**config.mk**
```make
export PLATFORM = sky130hd
export DESIGN_NAME = temperature_log_statistics_flat
export DESIGN_NICKNAME = d
export VERILOG_FILES = /design/src/tls_pkg.sv /design/src/tls_if.sv /design/src/tls_ram.sv /design/src/tls_front.sv /design/src/tls_queue.sv /design/src/tls_back.sv /design/src/temperature_log_statistics.sv /design/src/flat_wrapper.sv
export SDC_FILE = /design/constraint.sdc
export NUM_CORES = 2
export LEC_CHECK = 0
export BUFFER_PORTS_ARGS = -buffer_cell sky130_fd_sc_hd__buf_2
export CAP_MARGIN = 10
export CORE_AREA = 2 2 302 378
export DETAILED_ROUTE_END_ITERATION = 10
export DIE_AREA = 0 0 304 380
export PLACE_DENSITY = 0.77
export SLEW_MARGIN = 20
export SYNTH_ARGS = -nofsm -noshare
export SYNTH_HDL_FRONTEND = slang
export SYNTH_SLANG_ARGS = --single-unit
```
**constraint.sdc**
```tcl
create_clock -name clk -period 13.6 [get_ports clk]
set_input_delay 0.68 -clock clk [delete_from_list [all_inputs] [get_ports clk]]
set_output_delay 0.68 -clock clk [all_outputs]
set_load 0.02 [all_outputs]
```
**src/tls_pkg.sv**
```systemverilog
// Package: shared types and constants of the temperature log statistics block.
`timescale 1ns / 1ps
package tls_pkg;

    localparam int SLOT_W  = 7;
    localparam int TEMP_W  = 8;
    localparam int WRAP_W  = 8;
    localparam int IDX_W   = 16;
    localparam int HUND_W  = 7;
    localparam int SUM_W   = 24;
    localparam int MAG_W   = 23;
    localparam int STEP_W  = 5;
    localparam int Q_DEPTH = 2;
    localparam int FRAC_STEPS = 7;

    localparam logic KIND_SAMPLE = 1'b0;
    localparam logic KIND_READ   = 1'b1;

    localparam logic [IDX_W-1:0] COUNT_MAX = '1;
    localparam logic [6:0]       HUNDRED   = 7'd100;

    typedef logic        [SLOT_W-1:0] slot_t;
    typedef logic signed [TEMP_W-1:0] temp_t;
    typedef logic        [WRAP_W-1:0] wrap_t;
    typedef logic        [IDX_W-1:0]  idx_t;
    typedef logic        [HUND_W-1:0] hund_t;
    typedef logic signed [SUM_W-1:0]  sum_t;
    typedef logic        [MAG_W-1:0]  mag_t;
    typedef logic        [STEP_W-1:0] step_t;

    // One classified item on its way from the front end to the divider.
    typedef struct packed {
        slot_t slot;
        wrap_t wrap_total;
        idx_t  sample_index;
        temp_t max_temp;
        idx_t  max_index;
        temp_t min_temp;
        idx_t  min_index;
        logic  new_max;
        logic  new_min;
        temp_t log_value;
        logic  mean_neg;
        mag_t  mean_mag;
        idx_t  mean_count;
    } tls_job_t;

    typedef struct packed {
        slot_t slot;
        wrap_t wrap_total;
        idx_t  sample_index;
        temp_t mean_whole;
        hund_t mean_hundredths;
        temp_t max_temp;
        idx_t  max_index;
        temp_t min_temp;
        idx_t  min_index;
        logic  new_max;
        logic  new_min;
        temp_t log_value;
    } tls_result_t;

    typedef struct packed {
        logic full;
        logic empty;
    } tls_q_status_t;

    typedef enum logic [2:0] {
        BK_IDLE,
        BK_DIV1,
        BK_MUL,
        BK_DIV2,
        BK_DONE
    } tls_back_state_t;

endpackage

```
**src/tls_if.sv**
```systemverilog
// Interfaces: request and result channels of the temperature log statistics block.
`timescale 1ns / 1ps
interface tls_req_if;
    import tls_pkg::*;
    logic  valid;
    logic  ready;
    logic  kind;
    temp_t temperature;
    slot_t read_slot;
    modport source (output valid, kind, temperature, read_slot, input ready);
    modport sink   (input valid, kind, temperature, read_slot, output ready);
endinterface

interface tls_rsp_if;
    import tls_pkg::*;
    logic  valid;
    logic  ready;
    slot_t slot;
    wrap_t wrap_total;
    idx_t  sample_index;
    temp_t mean_whole;
    hund_t mean_hundredths;
    temp_t max_temp;
    idx_t  max_index;
    temp_t min_temp;
    idx_t  min_index;
    logic  new_max;
    logic  new_min;
    temp_t log_value;
    modport source (output valid, slot, wrap_total, sample_index, mean_whole,
                    mean_hundredths, max_temp, max_index, min_temp, min_index,
                    new_max, new_min, log_value, input ready);
    modport sink   (input valid, slot, wrap_total, sample_index, mean_whole,
                    mean_hundredths, max_temp, max_index, min_temp, min_index,
                    new_max, new_min, log_value, output ready);
endinterface

```
**src/tls_ram.sv**
```systemverilog
// Generic single-write, single-read RAM with registered read data.
`timescale 1ns / 1ps
module tls_ram #(
    parameter int WIDTH = 8,
    parameter int DEPTH = 99
) (
    input  logic                     clk,
    input  logic                     we,
    input  logic [$clog2(DEPTH)-1:0] waddr,
    input  logic [WIDTH-1:0]         wdata,
    input  logic                     re,
    input  logic [$clog2(DEPTH)-1:0] raddr,
    output logic [WIDTH-1:0]         rdata
);
    logic [WIDTH-1:0] mem_reg [DEPTH];
    logic [WIDTH-1:0] rdata_reg;

    always_ff @(posedge clk)
    begin
        if (we)
        begin
            mem_reg[waddr] <= wdata;
        end
        if (re)
        begin
            rdata_reg <= mem_reg[raddr];
        end
    end

    assign rdata = rdata_reg;
endmodule

```
**src/tls_front.sv**
```systemverilog
// Front end: accepts requests, keeps the ring log and running statistics, queues jobs.
`timescale 1ns / 1ps
module tls_front #(
    parameter int LOG_DEPTH = 99
) (
    input  logic                   clk,
    input  logic                   rst_n,
    tls_req_if.sink                req,
    input  tls_pkg::tls_q_status_t q_status,
    output logic                   push,
    output tls_pkg::tls_job_t      push_job
);
    import tls_pkg::*;

    localparam int AW = $clog2(LOG_DEPTH);

    logic                 valid_reg [LOG_DEPTH];
    slot_t                write_slot_reg, write_slot_next;
    wrap_t                wrap_reg, wrap_next;
    idx_t                 count_reg, count_next;
    sum_t                 sum_reg, sum_next;
    temp_t                max_reg, max_next, min_reg, min_next;
    idx_t                 max_at_reg, max_at_next, min_at_reg, min_at_next;
    logic                 pend_valid_reg;
    logic                 pend_from_ram_reg;
    logic                 pend_hit_reg;
    tls_job_t             pend_job_reg;
    tls_job_t             job;

    logic                 accept;
    logic                 is_sample;
    logic                 first;
    logic                 nmax, nmin;
    slot_t                ws, ws_inc;
    logic                 rd_in_range;
    logic                 hit;
    logic [AW-1:0]        raddr;
    logic [TEMP_W-1:0]    ram_rdata;
    sum_t                 sum_abs;

    assign req.ready = !pend_valid_reg;
    assign accept    = req.valid && req.ready;
    assign is_sample = (req.kind == KIND_SAMPLE);

    // Treat an out-of-range write slot as slot zero.
    assign ws     = (write_slot_reg >= SLOT_W'(LOG_DEPTH)) ? '0 : write_slot_reg;
    assign ws_inc = ws + SLOT_W'(1);
    assign first  = (count_reg == '0);
    assign nmax   = first || (req.temperature > max_reg);
    assign nmin   = first || (req.temperature < min_reg);

    assign rd_in_range = (req.read_slot < SLOT_W'(LOG_DEPTH));
    assign raddr       = req.read_slot[AW-1:0];
    assign hit         = rd_in_range ? valid_reg[raddr] : 1'b0;

    tls_ram #(
        .WIDTH (TEMP_W),
        .DEPTH (LOG_DEPTH)
    ) u_log (
        .clk   (clk),
        .we    (accept && is_sample),
        .waddr (ws[AW-1:0]),
        .wdata (req.temperature),
        .re    (accept && !is_sample),
        .raddr (raddr),
        .rdata (ram_rdata)
    );

    always_comb
    begin
        write_slot_next = write_slot_reg;
        wrap_next       = wrap_reg;
        count_next      = count_reg;
        sum_next        = sum_reg;
        max_next        = max_reg;
        min_next        = min_reg;
        max_at_next     = max_at_reg;
        min_at_next     = min_at_reg;
        if (accept && is_sample)
        begin
            if (nmax)
            begin
                max_next    = req.temperature;
                max_at_next = count_reg;
            end
            if (nmin)
            begin
                min_next    = req.temperature;
                min_at_next = count_reg;
            end
            // Freeze sum and count once the count saturates.
            if (count_reg != COUNT_MAX)
            begin
                sum_next   = sum_reg + SUM_W'(req.temperature);
                count_next = count_reg + IDX_W'(1);
            end
            if (ws_inc >= SLOT_W'(LOG_DEPTH))
            begin
                write_slot_next = '0;
                wrap_next       = wrap_reg + WRAP_W'(1);
            end
            else
            begin
                write_slot_next = ws_inc;
            end
        end
    end

    always_comb
    begin
        sum_abs          = (sum_next < 0) ? -sum_next : sum_next;
        job.slot         = is_sample ? ws : req.read_slot;
        job.wrap_total   = wrap_next;
        job.sample_index = is_sample ? count_reg : '0;
        job.max_temp     = max_next;
        job.max_index    = max_at_next;
        job.min_temp     = min_next;
        job.min_index    = min_at_next;
        job.new_max      = is_sample && nmax;
        job.new_min      = is_sample && nmin;
        job.log_value    = req.temperature;
        job.mean_neg     = (sum_next < 0);
        job.mean_mag     = sum_abs[MAG_W-1:0];
        job.mean_count   = count_next;
    end

    always_comb
    begin
        push_job = pend_job_reg;
        if (pend_from_ram_reg)
        begin
            push_job.log_value = pend_hit_reg ? temp_t'(ram_rdata) : '0;
        end
    end

    assign push = pend_valid_reg && !q_status.full;

    always_ff @(posedge clk or negedge rst_n)
    begin
        if (!rst_n)
        begin
            write_slot_reg <= '0;
            wrap_reg       <= '0;
            count_reg      <= '0;
            sum_reg        <= '0;
            max_reg        <= '0;
            min_reg        <= '0;
            max_at_reg     <= '0;
            min_at_reg     <= '0;
            pend_valid_reg <= 1'b0;
            for (int i = 0; i < LOG_DEPTH; i++)
            begin
                valid_reg[i] <= 1'b0;
            end
        end
        else
        begin
            write_slot_reg <= write_slot_next;
            wrap_reg       <= wrap_next;
            count_reg      <= count_next;
            sum_reg        <= sum_next;
            max_reg        <= max_next;
            min_reg        <= min_next;
            max_at_reg     <= max_at_next;
            min_at_reg     <= min_at_next;
            if (accept)
            begin
                pend_valid_reg <= 1'b1;
            end
            else if (push)
            begin
                pend_valid_reg <= 1'b0;
            end
            if (accept && is_sample)
            begin
                valid_reg[ws[AW-1:0]] <= 1'b1;
            end
        end
    end

    always_ff @(posedge clk)
    begin
        if (accept)
        begin
            pend_job_reg      <= job;
            pend_from_ram_reg <= !is_sample;
            pend_hit_reg      <= hit;
        end
    end
endmodule

```
**src/tls_queue.sv**
```systemverilog
// Two-entry job queue between the front end and the divider.
`timescale 1ns / 1ps
module tls_queue (
    input  logic                    clk,
    input  logic                    rst_n,
    input  logic                    push,
    input  tls_pkg::tls_job_t       push_job,
    input  logic                    pop,
    output tls_pkg::tls_job_t       head,
    output tls_pkg::tls_q_status_t  status
);
    import tls_pkg::*;

    localparam int PW = $clog2(Q_DEPTH);

    tls_job_t        entry_reg [Q_DEPTH];
    logic [PW-1:0]   wr_ptr_reg, rd_ptr_reg;
    logic [PW:0]     fill_reg;

    assign head         = entry_reg[rd_ptr_reg];
    assign status.full  = (fill_reg == (PW+1)'(Q_DEPTH));
    assign status.empty = (fill_reg == '0);

    always_ff @(posedge clk or negedge rst_n)
    begin
        if (!rst_n)
        begin
            wr_ptr_reg <= '0;
            rd_ptr_reg <= '0;
            fill_reg   <= '0;
        end
        else
        begin
            if (push)
            begin
                wr_ptr_reg <= wr_ptr_reg + PW'(1);
            end
            if (pop)
            begin
                rd_ptr_reg <= rd_ptr_reg + PW'(1);
            end
            if (push && !pop)
            begin
                fill_reg <= fill_reg + (PW+1)'(1);
            end
            else if (pop && !push)
            begin
                fill_reg <= fill_reg - (PW+1)'(1);
            end
        end
    end

    always_ff @(posedge clk)
    begin
        if (push)
        begin
            entry_reg[wr_ptr_reg] <= push_job;
        end
    end
endmodule

```
**src/tls_back.sv**
```systemverilog
// Back end: serial divider for the running mean and the result register.
`timescale 1ns / 1ps
module tls_back (
    input  logic                   clk,
    input  logic                   rst_n,
    input  tls_pkg::tls_q_status_t q_status,
    input  tls_pkg::tls_job_t      head,
    output logic                   pop,
    tls_rsp_if.source              rsp
);
    import tls_pkg::*;

    tls_back_state_t state_reg, state_next;
    tls_job_t        job_reg, job_next;
    logic [IDX_W-1:0] rem_reg, rem_next;
    mag_t            dvd_reg, dvd_next;
    mag_t            quo_reg, quo_next;
    step_t           step_reg, step_next;
    logic [7:0]      whole_reg, whole_next;
    logic            out_valid_reg, out_valid_next;
    tls_result_t     out_reg, out_next;

    logic [IDX_W:0]  trial;
    logic            ge;
    logic [IDX_W-1:0] rem_step;
    mag_t            prod;
    logic            out_free;
    logic            dividing;
    logic [7:0]      whole_signed;

    // One restoring division step: shift in a dividend bit, subtract if it fits.
    assign trial    = {rem_reg, dvd_reg[MAG_W-1]};
    assign ge       = (trial >= {1'b0, job_reg.mean_count});
    assign rem_step = ge ? IDX_W'(trial - {1'b0, job_reg.mean_count}) : trial[IDX_W-1:0];
    assign prod     = MAG_W'(rem_reg) * MAG_W'(HUNDRED);
    assign out_free = !out_valid_reg || rsp.ready;
    assign dividing = (state_reg == BK_DIV1) || (state_reg == BK_DIV2);
    assign pop      = (state_reg == BK_IDLE) && !q_status.empty;
    assign whole_signed = job_reg.mean_neg ? -whole_reg : whole_reg;

    always_comb
    begin
        state_next = state_reg;
        unique case (state_reg)
            BK_IDLE:
            begin
                if (!q_status.empty)
                begin
                    state_next = (head.mean_count == '0) ? BK_DONE : BK_DIV1;
                end
            end
            BK_DIV1:
            begin
                if (step_reg == step_t'(1))
                begin
                    state_next = BK_MUL;
                end
            end
            BK_MUL:
            begin
                state_next = BK_DIV2;
            end
            BK_DIV2:
            begin
                if (step_reg == step_t'(1))
                begin
                    state_next = BK_DONE;
                end
            end
            BK_DONE:
            begin
                if (out_free)
                begin
                    state_next = BK_IDLE;
                end
            end
            default:
            begin
                state_next = BK_IDLE;
            end
        endcase
    end

    always_comb
    begin
        job_next       = job_reg;
        rem_next       = rem_reg;
        dvd_next       = dvd_reg;
        quo_next       = quo_reg;
        step_next      = step_reg;
        whole_next     = whole_reg;
        out_next       = out_reg;
        out_valid_next = out_valid_reg && !rsp.ready;
        if (dividing)
        begin
            rem_next  = rem_step;
            dvd_next  = {dvd_reg[MAG_W-2:0], 1'b0};
            quo_next  = {quo_reg[MAG_W-2:0], ge};
            step_next = step_reg - step_t'(1);
        end
        unique case (state_reg)
            BK_IDLE:
            begin
                if (!q_status.empty)
                begin
                    job_next   = head;
                    rem_next   = '0;
                    dvd_next   = head.mean_mag;
                    quo_next   = '0;
                    whole_next = '0;
                    step_next  = step_t'(MAG_W);
                end
            end
            BK_DIV1:
            begin
                if (step_reg == step_t'(1))
                begin
                    whole_next = quo_next[7:0];
                end
            end
            BK_MUL:
            begin
                // Remainder times 100 over the count is below 100, so only
                // the low seven dividend bits still need a step each.
                rem_next  = prod[MAG_W-1:FRAC_STEPS];
                dvd_next  = {prod[FRAC_STEPS-1:0], (MAG_W-FRAC_STEPS)'(0)};
                quo_next  = '0;
                step_next = step_t'(FRAC_STEPS);
            end
            BK_DIV2:
            begin
            end
            BK_DONE:
            begin
                if (out_free)
                begin
                    out_valid_next          = 1'b1;
                    out_next.slot           = job_reg.slot;
                    out_next.wrap_total     = job_reg.wrap_total;
                    out_next.sample_index   = job_reg.sample_index;
                    out_next.mean_whole     = temp_t'(whole_signed);
                    out_next.mean_hundredths = quo_reg[HUND_W-1:0];
                    out_next.max_temp       = job_reg.max_temp;
                    out_next.max_index      = job_reg.max_index;
                    out_next.min_temp       = job_reg.min_temp;
                    out_next.min_index      = job_reg.min_index;
                    out_next.new_max        = job_reg.new_max;
                    out_next.new_min        = job_reg.new_min;
                    out_next.log_value      = job_reg.log_value;
                end
            end
            default:
            begin
            end
        endcase
    end

    always_ff @(posedge clk or negedge rst_n)
    begin
        if (!rst_n)
        begin
            state_reg     <= BK_IDLE;
            out_valid_reg <= 1'b0;
            step_reg      <= '0;
        end
        else
        begin
            state_reg     <= state_next;
            out_valid_reg <= out_valid_next;
            step_reg      <= step_next;
        end
    end

    always_ff @(posedge clk)
    begin
        job_reg   <= job_next;
        rem_reg   <= rem_next;
        dvd_reg   <= dvd_next;
        quo_reg   <= quo_next;
        whole_reg <= whole_next;
        out_reg   <= out_next;
    end

    assign rsp.valid           = out_valid_reg;
    assign rsp.slot            = out_reg.slot;
    assign rsp.wrap_total      = out_reg.wrap_total;
    assign rsp.sample_index    = out_reg.sample_index;
    assign rsp.mean_whole      = out_reg.mean_whole;
    assign rsp.mean_hundredths = out_reg.mean_hundredths;
    assign rsp.max_temp        = out_reg.max_temp;
    assign rsp.max_index       = out_reg.max_index;
    assign rsp.min_temp        = out_reg.min_temp;
    assign rsp.min_index       = out_reg.min_index;
    assign rsp.new_max         = out_reg.new_max;
    assign rsp.new_min         = out_reg.new_min;
    assign rsp.log_value       = out_reg.log_value;
endmodule

```
**src/temperature_log_statistics.sv**
```systemverilog
// Top level: temperature ring log with running mean, maximum and minimum.
`timescale 1ns / 1ps
// Each request either records a signed temperature sample into a ring log of
// LOG_DEPTH slots or reads one slot back, and every request yields exactly one
// result transfer carrying the ring wrap count, the running mean (whole part
// truncated toward zero plus hundredths of its magnitude), and the maximum and
// minimum with the sample index at which each occurred. The log reads as zero
// in every slot after reset: per-slot valid bits are cleared at once, so no
// clearing pass is needed and requests are taken straight out of reset. The
// front end takes a request, updates the statistics and reads the log,
// registers the job and hands it over a two-entry queue to the back end. The
// back end computes the mean with a one-bit-per-cycle restoring divider: 23
// steps for the whole part, a step that scales the remainder by 100, and 7
// steps for the hundredths; the division is skipped when no sample has been
// counted yet. The back end takes the next job only once its result is in the
// result register; the queue and the result register let the front end keep
// accepting while the back end is busy or a result waits. The sample count
// saturates at 65535, after which the mean is held but samples are still
// logged and still compete for maximum and minimum.
module temperature_log_statistics #(
    parameter int LOG_DEPTH = 99
) (
    input  logic       clk,
    input  logic       rst_n,
    tls_req_if.sink    req,
    tls_rsp_if.source  rsp
);
    import tls_pkg::*;

    // Front end to queue
    logic          push;
    tls_job_t      push_job;
    // Queue to back end
    logic          pop;
    tls_job_t      head;
    tls_q_status_t q_status;

    // Classify the request, update the log and the statistics.
    tls_front #(
        .LOG_DEPTH (LOG_DEPTH)
    ) u_front (
        .clk      (clk),
        .rst_n    (rst_n),
        .req      (req),
        .q_status (q_status),
        .push     (push),
        .push_job (push_job)
    );

    // Hold jobs so the front end and the divider stall independently.
    tls_queue u_queue (
        .clk      (clk),
        .rst_n    (rst_n),
        .push     (push),
        .push_job (push_job),
        .pop      (pop),
        .head     (head),
        .status   (q_status)
    );

    // Divide the running sum by the count and drive the result transfer.
    tls_back u_back (
        .clk      (clk),
        .rst_n    (rst_n),
        .q_status (q_status),
        .head     (head),
        .pop      (pop),
        .rsp      (rsp)
    );
endmodule
```
**src/flat_wrapper.sv**
```systemverilog
// flat-port wrapper written by rule: the top's interface ports become plain ports
module temperature_log_statistics_flat import tls_pkg::*;
#(
    parameter int LOG_DEPTH = 99
)
  (clk, rst_n, req_valid, req_kind, req_temperature, req_read_slot, req_ready, rsp_valid, rsp_slot, rsp_wrap_total, rsp_sample_index, rsp_mean_whole, rsp_mean_hundredths, rsp_max_temp, rsp_max_index, rsp_min_temp, rsp_min_index, rsp_new_max, rsp_new_min, rsp_log_value, rsp_ready);
  tls_req_if req_i ();
  tls_rsp_if rsp_i ();
  input  logic clk;
  input  logic rst_n;
  input wire logic [$bits(req_i.valid)-1:0] req_valid;
  input wire logic [$bits(req_i.kind)-1:0] req_kind;
  input wire logic [$bits(req_i.temperature)-1:0] req_temperature;
  input wire logic [$bits(req_i.read_slot)-1:0] req_read_slot;
  output wire logic [$bits(req_i.ready)-1:0] req_ready;
  output wire logic [$bits(rsp_i.valid)-1:0] rsp_valid;
  output wire logic [$bits(rsp_i.slot)-1:0] rsp_slot;
  output wire logic [$bits(rsp_i.wrap_total)-1:0] rsp_wrap_total;
  output wire logic [$bits(rsp_i.sample_index)-1:0] rsp_sample_index;
  output wire logic [$bits(rsp_i.mean_whole)-1:0] rsp_mean_whole;
  output wire logic [$bits(rsp_i.mean_hundredths)-1:0] rsp_mean_hundredths;
  output wire logic [$bits(rsp_i.max_temp)-1:0] rsp_max_temp;
  output wire logic [$bits(rsp_i.max_index)-1:0] rsp_max_index;
  output wire logic [$bits(rsp_i.min_temp)-1:0] rsp_min_temp;
  output wire logic [$bits(rsp_i.min_index)-1:0] rsp_min_index;
  output wire logic [$bits(rsp_i.new_max)-1:0] rsp_new_max;
  output wire logic [$bits(rsp_i.new_min)-1:0] rsp_new_min;
  output wire logic [$bits(rsp_i.log_value)-1:0] rsp_log_value;
  input wire logic [$bits(rsp_i.ready)-1:0] rsp_ready;
  assign req_i.valid = req_valid;
  assign req_i.kind = req_kind;
  assign req_i.temperature = req_temperature;
  assign req_i.read_slot = req_read_slot;
  assign req_ready = req_i.ready;
  assign rsp_valid = rsp_i.valid;
  assign rsp_slot = rsp_i.slot;
  assign rsp_wrap_total = rsp_i.wrap_total;
  assign rsp_sample_index = rsp_i.sample_index;
  assign rsp_mean_whole = rsp_i.mean_whole;
  assign rsp_mean_hundredths = rsp_i.mean_hundredths;
  assign rsp_max_temp = rsp_i.max_temp;
  assign rsp_max_index = rsp_i.max_index;
  assign rsp_min_temp = rsp_i.min_temp;
  assign rsp_min_index = rsp_i.min_index;
  assign rsp_new_max = rsp_i.new_max;
  assign rsp_new_min = rsp_i.new_min;
  assign rsp_log_value = rsp_i.log_value;
  assign rsp_i.ready = rsp_ready;
  temperature_log_statistics #(.LOG_DEPTH(LOG_DEPTH)) u_core (.clk(clk), .rst_n(rst_n), .req(req_i), .rsp(rsp_i));
endmodule
```
==> reports/results.env <==
INSERTEDDIODECOUNT=0
CLOCK_TREE.ROOT_CELL='sky130_fd_sc_hd__clkbuf_16'
WIRELENGTH_MM=141
REQUIRED_NS=14.12
CTS_HTREE_LEVELS=4
CRITPATHCAPTURETYPE='register'
DIE-AREA_MM2=0.116
SYNTH-ASYNC-RESET-RATIO_PCT=12.9
PORT_BUFFERS=125
WORST_R2R_PATH_DEPTH=14
SYNTH-SEQ-CELLS=1669
PIN_COUNT=126
TIMING_HOLD_VIOLATIONS_FINAL=0
SYN_TO_FINAL_GROWTH_PCT=11.4
ANTENNA_FOUND_INITIAL=2
YOSYSWARNINGS=0
ROUTED_WIRE_LENGTH_PER_INSTANCE_UM=25.7
NUMBER_OF_PLACEMENT_ROWS=137
FF_LATCH_AREA_MM2=0.0486
SYNTH.CELL_AREA_MM2=0.0667
ROUTED-VIA-COUNT=34000
RUN_STATUS='complete, no violations'
FINALMAXSLEWVIOLATIONS=0
MAX_FREQ_MHz=226
REPORT.FINAL.SETUP_VIOL=0
HOLD-PATH-CELL-COUNT=3
CTS.SINKS=1669
FIN_TNS_SETUP_NS=0
PLACEDCELLCOUNT=5209
DRT_ITER0_DRC=3681
LAYOUT.CORE_UTILIZATION_PCT=66.6
GPL_CONGESTION=0.851
DRV.MAX_CAP_VIOLATION_COUNT=0
PATH_CATEGORY_OF_THE_WORST_MIN_DELAY_CHECK='input port to register'
FIRST_GLOBAL_VIAS=35000
INSERTION_DELAY_NS=0.79
YOSYSUNIQUECELLTYPES=78
GLOBAL_ROUTE.USAGE.TOTAL_PCT=24.8
ANTENNA_VIOLATING_NETS_POST_ROUTE=0
CRIT_FANOUT=73
CRITICALPATHCATEGORY='input port to register'
HPWL_MM=85.5
CTS_BUFFERS=152
FILLERS=7132
COMBINED_AREA_OF_THE_MULTI_INPUT_LOGIC_CELLS_MM2=0.0171
SYNTH_FLOP_CELL='sky130_fd_sc_hd__edfxtp_1'
SYNTH_ENABLE_FLOP_CELLS=1407
LAYOUTNONFILLERINSTCOUNT=5498
FINAL_CRITICAL_PATH_TIME_INCLUDING_I_O_DELAYS_AND_SETUP_NS=4.42
SYN_AREA_PER_CELL_UM2=17.9
FIN_CRIT_SHARE_PCT=32.5
SYNTH_CELLS=3730
MOSTFREQUENTLAYOUTCELLS='1,407 x sky130_fd_sc_hd__edfxtp_1, 279 x sky130_fd_sc_hd__mux4_2, 215 x sky130_fd_sc_hd__dfrtp_1, 186 x sky130_fd_sc_hd__nand2_1, 164 x sky130_fd_sc_hd__nor2_1'
START_UTIL_PCT=59.8
FIN_WORST_SKEW_NS=0.0423
DIE_X_UM=304
POST-ROUTE-DRC-COUNT=0
TIMING.CRITICAL_PATH.FROM_TYPE='input port'
GRT_MAX_DEGREE=121
TIMING.MAX_SLEW.REL_SLACK_PCT=22.8
LARGEST_REGISTER_FF_COUNT=792
VDD_IR_DROP_MAX_mV=0.151
FP.DIEH_UM=380
TRITONCTS_CLOCK_TREE='done'
CORE_AREA_MM2=0.112
CELLLEAKAGEPOWER_nW=26.5
TIMING.CRITICAL_PATH.ARRIVAL_NS=4.95
GRT_FIRST_PASS_WIRELENGTH_MM=215
MAPPED_NETS=3879
P_PER_AREA_mW_PER_MM2=197
GRT.OVERFLOW.TOTAL=0
DRT_PASS1_ITERATIONS=6
MAX_SLEW.WORST_PIN.SLEW_NS=1.15
DRIVE_ABOVE_1_SHARE_PCT=25.1
CTS.PATH.MAX_BUFFERS=3
NETS=4057
SEQ_AREA_FRAC_SYNTH_PCT=72.8
RSZ0062_AT_GRT='false'
POST_DRT_VIA_CELL_RATIO=6.18
LAYOUT_COMMONEST_CELL='sky130_fd_sc_hd__edfxtp_1'
PATH_CLK_SLEW_NS=0.06
worst paths after layout:
check	startpoint	endpoint	slack, ns
min reg2reg	u_core.u_back.job_reg[41]	u_core.u_back.rsp.log_value[1]	0.42
min	req_valid	u_core.u_front.pend_valid_reg	0.15
max in group asynchronous	rst_n	u_core.u_front.sum_reg[5]	11.51
min in group asynchronous	rst_n	u_core.u_front.valid_reg[19]	0.46
max	req_read_slot[0]	u_core.u_front.u_log.rdata[0]	9.18
max reg2reg	u_core.u_front.write_slot_reg[4]	u_core.u_front.push_job[118]	9.27
cell usage after synthesis, types with 14 or more instances:
cell type                   instances  area share [%]
sky130_fd_sc_hd__a21o_1            29            0.33
sky130_fd_sc_hd__a21oi_1           80            0.60
sky130_fd_sc_hd__a31oi_1           17            0.16
sky130_fd_sc_hd__and2_1            25            0.23
sky130_fd_sc_hd__buf_1             40            0.23
sky130_fd_sc_hd__buf_2             30            0.23
sky130_fd_sc_hd__clkbuf_1          91            0.51
sky130_fd_sc_hd__dfrtp_1          216             8.1
sky130_fd_sc_hd__dfxtp_1           46             1.4
sky130_fd_sc_hd__edfxtp_1        1407              63
sky130_fd_sc_hd__ha_1             116             2.2
sky130_fd_sc_hd__inv_1            126            0.71
sky130_fd_sc_hd__mux2_2           163             2.8
sky130_fd_sc_hd__mux2i_1           59            0.89
sky130_fd_sc_hd__mux4_2           279             9.4
sky130_fd_sc_hd__nand2_1          186             1.0
sky130_fd_sc_hd__nand3_1           46            0.35
sky130_fd_sc_hd__nand4_1           24            0.23
sky130_fd_sc_hd__nor2_1           179             1.0
sky130_fd_sc_hd__nor2b_1           27            0.25
sky130_fd_sc_hd__nor3_1            27            0.20
sky130_fd_sc_hd__o21a_1            16            0.18
sky130_fd_sc_hd__o21ai_0           82            0.62
sky130_fd_sc_hd__o2bb2ai_1         17            0.22
sky130_fd_sc_hd__or2_2            104            0.98
sky130_fd_sc_hd__or3_1             14            0.13
sky130_fd_sc_hd__xnor2_1           60            0.79
sky130_fd_sc_hd__xor2_1            31            0.41
per-stage QoR:
stage               worst slack (ns)  power, mW  area (um2)  hold slack, ns
CTS                             9.06       14.7       74300          0.0972
finish                          9.18       14.6       74300           0.148
global placement                8.28       10.2       69000           0.402
global route                    8.85       15.4       74300           0.136
detailed placement              8.25       10.3       69100           0.405
floorplan                       4.04       9.45       66700           0.384
routing by layer:
metal	wire (um)	global-route usage (%)	share of wire (%)	up-vias
met5	13	0	0.0092	-
met2	73100	42.4	52	1470
met4	4720	8.97	3.3	2
li1	-	-	-	14800
met3	9480	4.17	6.7	311
met1	53800	32.3	38	17300
cells by family (layout without fill, tap and decap cells):
family / count (synthesis) / in the layout / synth area share (%)
fa+ha+maj: 129 / 129 / 2.57
xor+xnor: 91 / 91 / 1.19
flops: 1669 / 1669 / 72.8
buf+inv: 291 / 600 / 1.71
mux: 502 / 502 / 13.1
compound gates: 349 / 349 / 3.42
simple gates: 699 / 699 / 5.20
power breakdown:
| group | internal (mW) | switching (mW) |
|---|---|---|
| registers | 6.47 | 0.378 |
| logic | 1.40 | 2.00 |
| clock network | 2.48 | 1.92 |
| total | 10.3 | 4.30 |
final cells by class:
class | count | share of cell area, %
Clock buffer | 190 | 5.43
Timing Repair Buffer | 188 | 1.56
Multi-Input combinational cell | 1770 | 23.0
Tap cell | 1459 | 2.46
Sequential cell | 1669 | 65.4
Inverter | 127 | 0.645
Clock inverter | 95 | 1.55
worst max-delay path: stages:
cell	delay (ns)
sky130_fd_sc_hd__buf_8	0.58
sky130_fd_sc_hd__buf_4	0.75
sky130_fd_sc_hd__buf_4	0.91
sky130_fd_sc_hd__mux4_2	0.63
sky130_fd_sc_hd__mux4_2	0.49
sky130_fd_sc_hd__mux2i_1	0.34
sky130_fd_sc_hd__o21ai_0	0.17
sky130_fd_sc_hd__mux2_2	0.32
repair_timing:
item / CTS / global route
setup endpoints to repair: 0 / 0
hold buffers: 1 / 0
resized for setup: 0 / 0
endpoints found under the hold margin: 96 / 0
setup buffers: 0 / 0
Power figures use the tool's default switching activity.
